**src/sv/trc_pkg.sv**
```systemverilog
// shared types, constants and helpers for the three-term recurrence checksum
// no dependencies
package trc_pkg;

  localparam int unsigned ByteW = 8;
  localparam int unsigned TermW = 16;
  localparam int unsigned MulW  = 25;  // (9-bit factor) x (16-bit term)

  localparam logic [ByteW-1:0] FirstOffset = 8'd7;
  localparam logic [TermW:0]   Modulus     = 17'd65535;
  localparam logic [TermW-1:0] TermInit    = 16'd1;
  localparam logic [ByteW-1:0] PosFirst    = 8'd1;

  // one message byte as it travels between stages
  typedef struct packed {
    logic [ByteW-1:0] data_byte;
    logic             last_byte;
  } trc_item_t;

  // x mod 65535 for a 25-bit value: end-around fold, then one correction
  function automatic logic [TermW-1:0] mod_fold(input logic [MulW-1:0] x);
    logic [TermW:0] s;
    logic [TermW:0] c;
    s = {1'b0, x[TermW-1:0]} + {8'd0, x[MulW-1:TermW]};
    c = (s >= Modulus) ? (s - Modulus) : s;
    return c[TermW-1:0];
  endfunction

endpackage

```
**src/sv/three_term_recurrence_checksum.sv**
```systemverilog
// three-term recurrence checksum over a byte stream, one byte per transfer
// a last byte waits in the input register while the output register holds an unread checksum
// throughput otherwise: 1 byte per cycle, set by the term update loop in trc_step
// the output register lets the next message enter while a checksum waits
// reset (rst_ni low, async): pipeline empty, terms back to 1, index 0
// depends on trc_pkg, trc_in_reg, trc_step
module three_term_recurrence_checksum import trc_pkg::*; (
  input  logic             clk_i,
  input  logic             rst_ni,
  input  logic             s_axis_tvalid,
  output logic             s_axis_tready,
  input  logic [7:0]       s_axis_tdata,   // [7:0] data_byte
  input  logic             s_axis_tlast,   // last_byte
  output logic             m_axis_tvalid,
  input  logic             m_axis_tready,
  output logic [15:0]      m_axis_tdata    // [15:0] checksum_value
);

  trc_item_t        in_item, item;
  logic             item_valid, advance;
  logic [TermW-1:0] term;
  logic             out_valid_q, out_valid_d;
  logic [TermW-1:0] out_data_q;

  assign in_item.data_byte = s_axis_tdata;
  assign in_item.last_byte = s_axis_tlast;

  // a last byte only moves when the result slot is free or draining
  assign advance = item_valid && (!item.last_byte || !out_valid_q || m_axis_tready);

  trc_in_reg u_in_reg (
    .clk_i        (clk_i),
    .rst_ni       (rst_ni),
    .in_valid_i   (s_axis_tvalid),
    .in_ready_o   (s_axis_tready),
    .in_item_i    (in_item),
    .item_valid_o (item_valid),
    .item_o       (item),
    .advance_i    (advance)
  );

  trc_step u_step (
    .clk_i     (clk_i),
    .rst_ni    (rst_ni),
    .advance_i (advance),
    .item_i    (item),
    .term_o    (term)
  );

  always_comb begin
    out_valid_d = out_valid_q && !m_axis_tready;
    if (advance && item.last_byte) begin
      out_valid_d = 1'b1;
    end
  end

  always_ff @(posedge clk_i or negedge rst_ni) begin
    if (!rst_ni) begin
      out_valid_q <= 1'b0;
    end else begin
      out_valid_q <= out_valid_d;
    end
  end

  always_ff @(posedge clk_i) begin
    if (advance && item.last_byte) begin
      out_data_q <= term;
    end
  end

  assign m_axis_tvalid = out_valid_q;
  assign m_axis_tdata  = out_data_q;

endmodule

```
**src/sv/trc_in_reg.sv**
```systemverilog
// input register stage: holds one accepted byte until the datapath takes it
// depends on trc_pkg
module trc_in_reg import trc_pkg::*; (
  input  logic      clk_i,
  input  logic      rst_ni,
  input  logic      in_valid_i,
  output logic      in_ready_o,
  input  trc_item_t in_item_i,
  output logic      item_valid_o,
  output trc_item_t item_o,
  input  logic      advance_i
);

  logic      valid_q, valid_d;
  trc_item_t item_q;

  assign in_ready_o = !valid_q || advance_i;

  always_comb begin
    valid_d = valid_q;
    if (in_ready_o) begin
      valid_d = in_valid_i;
    end
  end

  always_ff @(posedge clk_i or negedge rst_ni) begin
    if (!rst_ni) begin
      valid_q <= 1'b0;
    end else begin
      valid_q <= valid_d;
    end
  end

  always_ff @(posedge clk_i) begin
    if (in_ready_o && in_valid_i) begin
      item_q <= in_item_i;
    end
  end

  assign item_valid_o = valid_q;
  assign item_o       = item_q;

endmodule

```
**src/sv/trc_step.sv**
```systemverilog
// recurrence datapath: running terms, byte index and the combinational term update
// depends on trc_pkg
module trc_step import trc_pkg::*; (
  input  logic             clk_i,
  input  logic             rst_ni,
  input  logic             advance_i,
  input  trc_item_t        item_i,
  output logic [TermW-1:0] term_o
);

  logic [TermW-1:0] cur_q, cur_d, prev_q, prev_d;
  logic [ByteW-1:0] pos_q, pos_d;
  logic             in_msg_q, in_msg_d;

  logic [ByteW-1:0] alpha, beta;
  logic [ByteW:0]   factor;
  logic [MulW-1:0]  pos_prod, neg_prod, mag;
  logic             negative;
  logic [TermW-1:0] r, next_term;
  logic [TermW:0]   wrap;

  // 17*i and 31*i modulo 256 as shifts and adds
  assign alpha  = pos_q + {pos_q[3:0], 4'd0};
  assign beta   = {pos_q[2:0], 5'd0} - pos_q;
  assign factor = {1'b0, item_i.data_byte} + {1'b0, alpha};

  assign pos_prod = {{(MulW-ByteW-1){1'b0}}, factor} * {{(MulW-TermW){1'b0}}, cur_q};
  assign neg_prod = {{(MulW-ByteW){1'b0}}, beta} * {{(MulW-TermW){1'b0}}, prev_q};

  assign negative = pos_prod < neg_prod;
  assign mag      = negative ? (neg_prod - pos_prod) : (pos_prod - neg_prod);
  assign r        = mod_fold(mag);
  assign wrap     = 17'h10000 - {1'b0, r};

  // negative difference maps to (1 - r) mod 65535
  always_comb begin
    if (!negative) begin
      next_term = r;
    end else if (r == '0) begin
      next_term = TermInit;
    end else if (r == TermInit) begin
      next_term = '0;
    end else begin
      next_term = wrap[TermW-1:0];
    end
  end

  always_comb begin
    cur_d    = cur_q;
    prev_d   = prev_q;
    pos_d    = pos_q;
    in_msg_d = in_msg_q;
    term_o   = next_term;
    if (!in_msg_q) begin
      term_o = {{(TermW-ByteW){1'b0}}, item_i.data_byte + FirstOffset};
      if (item_i.data_byte > 8'd248) begin
        term_o = {{(TermW-ByteW-1){1'b0}}, {1'b0, item_i.data_byte} + {1'b0, FirstOffset}};
      end
    end
    if (advance_i) begin
      if (item_i.last_byte) begin
        cur_d    = TermInit;
        prev_d   = TermInit;
        pos_d    = '0;
        in_msg_d = 1'b0;
      end else if (!in_msg_q) begin
        cur_d    = term_o;
        prev_d   = TermInit;
        pos_d    = PosFirst;
        in_msg_d = 1'b1;
      end else begin
        cur_d  = next_term;
        prev_d = cur_q;
        pos_d  = pos_q + 8'd1;
      end
    end
  end

  always_ff @(posedge clk_i or negedge rst_ni) begin
    if (!rst_ni) begin
      cur_q    <= TermInit;
      prev_q   <= TermInit;
      pos_q    <= '0;
      in_msg_q <= 1'b0;
    end else begin
      cur_q    <= cur_d;
      prev_q   <= prev_d;
      pos_q    <= pos_d;
      in_msg_q <= in_msg_d;
    end
  end

endmodule
```
**config.mk**
```make
export PLATFORM = sky130hd
export DESIGN_NAME = three_term_recurrence_checksum
export DESIGN_NICKNAME = d
export VERILOG_FILES = /design/src/sv/trc_pkg.sv /design/src/sv/three_term_recurrence_checksum.sv /design/src/sv/trc_in_reg.sv /design/src/sv/trc_step.sv
export SDC_FILE = /design/constraint.sdc
export NUM_CORES = 1
export LEC_CHECK = 0
export BUFFER_PORTS_ARGS = -buffer_cell sky130_fd_sc_hd__clkbuf_2
export CAP_MARGIN = 20
export CORE_MARGIN = 2
export CORE_UTILIZATION = 67
export CTS_BUF_LIST = sky130_fd_sc_hd__clkbuf_4 sky130_fd_sc_hd__clkbuf_8
export CTS_CLUSTER_DIAMETER = 50
export CTS_CLUSTER_SIZE = 20
export DETAILED_ROUTE_END_ITERATION = 8
export PLACE_DENSITY_LB_ADDON = 0.2
export SLEW_MARGIN = 15
export SYNTH_ARGS = -nofsm -noshare
export SYNTH_HDL_FRONTEND = slang
export SYNTH_SLANG_ARGS = --single-unit
```
**constraint.sdc**
```tcl
create_clock -name clk_i -period 18.15 [get_ports clk_i]
set_input_delay 0.9075 -clock clk_i [delete_from_list [all_inputs] [get_ports clk_i]]
set_output_delay 0.9075 -clock clk_i [all_outputs]
set_load 0.1 [all_outputs]
```
Yosys cells after proc, flatten, opt, wreduce, memory -nomap -nowiden
Index checks and enable logic that the tools add are counted.

Multiply operators: 2. Muxes and demuxes: 15. Reduce and logical (&&, ||, !) cells: 12. Equality and inequality tests: 1. Order comparisons: 3. Add/sub/neg operators: 11.

Operator list (count): $mux W16 (9); $lt A25 B24 Y1 (1); $mul A9 B16 Y25 (1); $mux W25 (1); $sub A24 B25 Y25 (1); $sub A25 B24 Y25 (1); $mul A8 B16 Y24 (1); $add A16 B9 Y17 (1); $ge A17 B16 Y1 const B (1); $eq A16 B1 Y1 const B (1); $logic_not A16 Y1 (1); $mux W8 (2); $sub A1 B16 Y16 const A (1); $sub A16 B16 Y16 const B (1); $add A8 B3 Y9 const B (1); $add A8 B8 Y9 (1); $mux W9 (1); $add A8 B1 Y8 const B (1); $add A8 B3 Y8 const B (1); $add A8 B8 Y8 (1); $gt A8 B8 Y1 const B (1); $sub A8 B8 Y8 (1); $logic_and A1 B1 Y1 (4); $logic_not A1 Y1 (4); other kinds (2) (5).

Output and inout port bits: 18. Word-level logic and storage cells: 53. Bits of input ports: 13. Register bits after elaboration: 68.

Longest topological paths before layout
Depth in word-level cells: 15. Depth in mapped cells: 61. Mapped depth without buffers: 59.

By module
A second synthesis with hierarchy kept.

Cells, all modules: 1905. Area total of the unflattened synthesis: 15871.5 µm².

By module, submodules not included: trc_step (area each 15003.1 µm², cells an instance 1870, seq. area each 1028.5 µm², instances 1); three_term_recurrence_checksum (area each 544.3 µm², cells an instance 22, seq. area each 505.5 µm², instances 1); trc_in_reg (area each 324.1 µm², cells an instance 13, seq. area each 295.3 µm², instances 1).

Least setup slack after synthesis
OpenSTA, ideal clock, no wires.

Kind: reg-to-reg. Start point: register u_step.pos_q[0]. End point: register out_data_q[3] (netlist: m_axis_tdata[3]), data pin. Path buffers: 4. Stages on the path, launching flop included: 56. Required time: 17.890 ns. Data arrival time: 12.530 ns. Path slack: 5.360 ns. Period minus slack after synthesis: 12.790 ns. Setup time: 0.260 ns. Cells stage by stage: dfrtp_1 > ha_1 > fa_1 > ha_1 > inv_1 > o21bai_1 > a21oi_1 > xnor2_1 > clkbuf_1 > nand2_1 > fa_1 > fa_1 > fa_1 > inv_1 > fa_1 > ha_1 > a21oi_1 > o21bai_1 > [20 not listed] > xor2_1 > ha_1 > fa_1 > a211oi_1 > o21ai_0 > a21o_1 > a21oi_1 > xnor2_1 > nor3b_1 > o21a_1 > o2111ai_1 > o2bb2ai_2 > a31oi_4 > o22a_1 > a2111oi_4 > o2111ai_4 > and2_1 > mux2_2.

Cells in the longest elaborated chain, start to end: 13. Elaborated cells between the ends (all ways): 20. Those cells by class: add/sub (8); mul (2); order compare (2); eq/ne (1); mux (6); reduce/logical (1).

RTL lines: start: declaration (RTL line trc_step.sv:12) `logic [ByteW-1:0] pos_q, pos_d;`; start signal: assignment (RTL line trc_step.sv:88) `pos_q <= pos_d;`; $add A8 B8 Y8 (RTL line trc_step.sv:23) `assign alpha = pos_q + {pos_q[3:0], 4'd0};`; $add A8 B8 Y9 (RTL line trc_step.sv:25) `assign factor = {1'b0, item_i.data_byte} + {1'b0, alpha};`; $mul A9 B16 Y25 (RTL line trc_step.sv:27) `assign pos_prod = {{(MulW-ByteW-1){1'b0}}, factor} * {{(MulW-TermW){1'b0}}, cur_q};`; $sub A25 B24 Y25, or another cell as far along (RTL line trc_step.sv:31) `assign mag = negative ? (neg_prod - pos_prod) : (pos_prod - neg_prod);`; $mux W25 (RTL line trc_step.sv:31); $add A16 B9 Y17 (RTL line trc_pkg.sv:24) `s = {1'b0, x[TermW-1:0]} + {8'd0, x[MulW-1:TermW]};`; $sub A16 B16 Y16 or $ge A17 B16 Y1 (tied branches) (RTL line trc_pkg.sv:25) `c = (s >= Modulus) ? (s - Modulus) : s;`; $mux W16 (RTL line trc_pkg.sv:25); $sub A1 B16 Y16 or $eq A16 B1 Y1 (tied branches) (RTL line trc_step.sv:33, trc_step.sv:41); $mux W16 (RTL line trc_step.sv:41) `end else if (r == TermInit) begin`; $mux W16 (RTL line trc_step.sv:39) `end else if (r == '0) begin`; $mux W16 * (RTL line trc_step.sv:37) `if (!negative) begin`; $mux W16 * (RTL line trc_step.sv:54) `if (!in_msg_q) begin`; net term[3] (RTL line three_term_recurrence_checksum.sv:21) `logic [TermW-1:0] term;`; end signal: assignment (RTL line three_term_recurrence_checksum.sv:67) `out_data_q <= term;`; end: declaration (RTL line three_term_recurrence_checksum.sv:23) `logic [TermW-1:0] out_data_q;`.

Mark *: on every way through the listed nets, which the timed path passes. The rest lies on a longest branch. A chain may end at the register's enable or synchronous reset.

Worst setup path after layout
Same ends and word-level chain as after synthesis.

==> impl_metrics.ini <==
[status]
status = finished clean

[routing]
viasPerCell = 6.08
dr.pass1.iters = 5
drcViolationCount = 0
ant_nets = 0
routed-via-count = 13300
drtIter0Drc = 1204
routed_wirelength_mm = 42.2
avgRoutedWirePerCell_um = 19.3

[yosys]
ys_seq_area_frac = 0.116
synth_top_cells_by_area = fa_1 (24%), ha_1 (13%), inv_1 (7.2%)
synth_nets = 2261
synth_cells = 1896
synth_top_cell_by_area = fa_1
synth_edf_count = 25
yosysWarnings = 0
synth_cell_types = 82
synth-seq-cells = 68
async_reset_ff_frac = 0.632
synthesis.area_um2 = 15800
synth_top_area_share = 0.238
syn-mean-instance-area_um2 = 8.35
synth-main-ff-cell = dfrtp_1

[timing]
slew_violations = 0
fin_crit_ns = 14.62
finalSetupTns_ns = 0
post-route-period-util = 0.805
grt_setup_unrepaired = no
worst_pin_slew_ns = 1.04
skew_ns = 0.0124
finalHoldViolCount = 0
setup_violations = 0
fmax_ghz = 0.0684
max_slew_margin = 0.307

[critical_path]
crit_buf_inv = 3
critPathArrivalTime_ns = 14.74
cp-end-kind = register
critical-path-top-delay-family = compound AO/OA/AOI/OAI gates
start_kind = register
required_ns = 18.28
cp_slowest_cell = nand2_2
rr_startpoint = u_step.pos_q[0]$_DFFE_PN0P_
crit_start = u_step.pos_q[0]$_DFFE_PN0P_
slowest_delay_ns = 0.69
critical_path_class = register to register
crit_fanout = 45

[clock_tree]
cts.sinks = 68
ctsHoldBuffers = 0
tritoncts = built
cts_root_buf = clkbuf_8
cts_buffers = 9
post-cts-setup-buffers = 0
clockBufferDepth = 2
clk-insertion-delay-late_ns = 0.37
htreeDepth = 3
postCtsResizedCells = 0
clk_pin_slew_ns = 0.08

[grt]
grt_pass1_wl_mm = 68.0
antenna_found_initial = 0
grt_max_degree = 46
overflow = 0
grt.total_usage = 0.352
grt_pass1_vias = 13200

[finish]
antenna_cells = 0
areaGrowthSynthToFinish_pct = 3.62
fin_nets = 2229
drive_gt1_frac = 0.0530
layout_commonest_cell = inv_1
final_cell_mix = inv_1 (304), nand2_1 (207), fa_1 (188)
fill_cells = 1880

[floorplan]
die_h_um = 158
rows = 56
die_w_um = 158
ios = 31
core_area_um2 = 23300
start_util = 0.679
fp.dieArea_um2 = 24900

[placed_design]
dp_hpwl_mm = 33.6
gp_congestion = 0.957
io_buffers = 30

[run]
max-cap-violations = 0

[hold_path]
hp-class = register to register
worstHoldStart = u_step.pos_q[7]$_DFFE_PN0P_
==> cell families (layout without fill, tap and decap cells) <==
| kind of cell | Yosys count | count (layout) | synth area share |
|---|---|---|---|
| AOI/OAI and AO/OA | 390 | 390 | 0.167 |
| xor gates and xnor gates | 122 | 122 | 0.0675 |
| adders and majority gates | 352 | 352 | 0.367 |
| buffers and inverters | 391 | 364 | 0.0940 |
| DFF | 68 | 68 | 0.116 |
| muxes | 21 | 21 | 0.0141 |
| and+or+nand+nor | 552 | 552 | 0.175 |
==> stage by stage <==
| step | util | hold slack, ns | setup WS (ns) | instance area (um2) | cells |
|---|---|---|---|---|---|
| after global routing | 0.703 | 0.601 | 2.42 | 16400 | 2188 |
| after global placement | 0.692 | 0.563 | 3.92 | 16200 | 2172 |
| after CTS | 0.703 | 0.582 | 3.35 | 16400 | 2188 |
| after floorplan | - | 0.464 | 5.36 | 15800 | 1896 |
| after detailed placement | 0.692 | 0.564 | 3.38 | 16200 | 2172 |
| final | 0.703 | 0.581 | 3.53 | 16400 | 2188 |
==> per-layer routing <==
metal / share of wire / track usage / wire length [um]
met1: 0.40 / 0.449 / 16700
met2: 0.48 / 0.584 / 20200
met3: 0.084 / 0.0797 / 3560
met4: 0.041 / 0.134 / 1730
met5: 0 / 0 / 0
==> final cells by class <==
cell class / instances / area (um2) / share of cell area
Clock inverter: 6 / 113 / 0.00686
Clock buffer: 10 / 131 / 0.00801
Sequential cell: 68 / 1830 / 0.111
Tap cell: 319 / 399 / 0.0243
Inverter: 304 / 1140 / 0.0695
Timing Repair Buffer: 44 / 255 / 0.0156
Multi-Input combinational cell: 1437 / 12500 / 0.764
==> registers in the layout, indices dropped and copies added, names as in the netlist <==
register               cells
u_step.pos_q               8
u_in_reg.item_valid_o      1
u_in_reg.item_o            9
m_axis_tdata              16
u_step.cur_q              16
u_step.prev_q             16
u_step.in_msg_q            1
m_axis_tvalid              1
==> worst reg2reg max path: cells and delay by family (launching register included) <==
| family | cells | cell delay, ns |
|---|---|---|
| buffers and inverters | 3 | 0.33 |
| adder cells (fa/ha/maj) | 11 | 4.58 |
| XOR/XNOR | 4 | 1.04 |
| AO/OA/AOI/OAI | 25 | 5.38 |
| flip-flops | 1 | 0.37 |
| multiplexers | 1 | 0.26 |
| AND/OR/NAND/NOR | 8 | 2.44 |
==> synthesized netlist by cell type, drive strengths merged, types with 13 or more instances <==
library cell,count
nand2,208
a21o,47
a22o,16
a21oi,105
xor2,34
fa,188
edfxtp,25
dfrtp,41
mux2i,14
clkbuf,67
nor2,81
nand3,18
o21ai,73
xnor2,88
nand4,13
inv,304
a31oi,18
ha,164
o21bai,29
buf,20
and2,151
nor3,19
==> worst paths after layout <==
check                                                     to  slack [ns]  depth (start not counted)
worst min register to register   u_step.pos_q[7]$_DFFE_PN0P_        0.58                          1
worst min-delay path             u_step.pos_q[7]$_DFFE_PN0P_        0.58                          1
min in group asynchronous       u_step.cur_q[11]$_DFFE_PN0P_        0.62                          2
max in group asynchronous       u_step.prev_q[8]$_DFFE_PN0P_       17.08                          2
worst max-delay path               m_axis_tdata[3]$_DFFE_PP_        3.53                         52
worst max register to register     m_axis_tdata[3]$_DFFE_PP_        3.53                         52
Power is left out: the tool's default activity adds up to more than one toggle a clock period on the data nets, which glitch-free logic cannot reach.
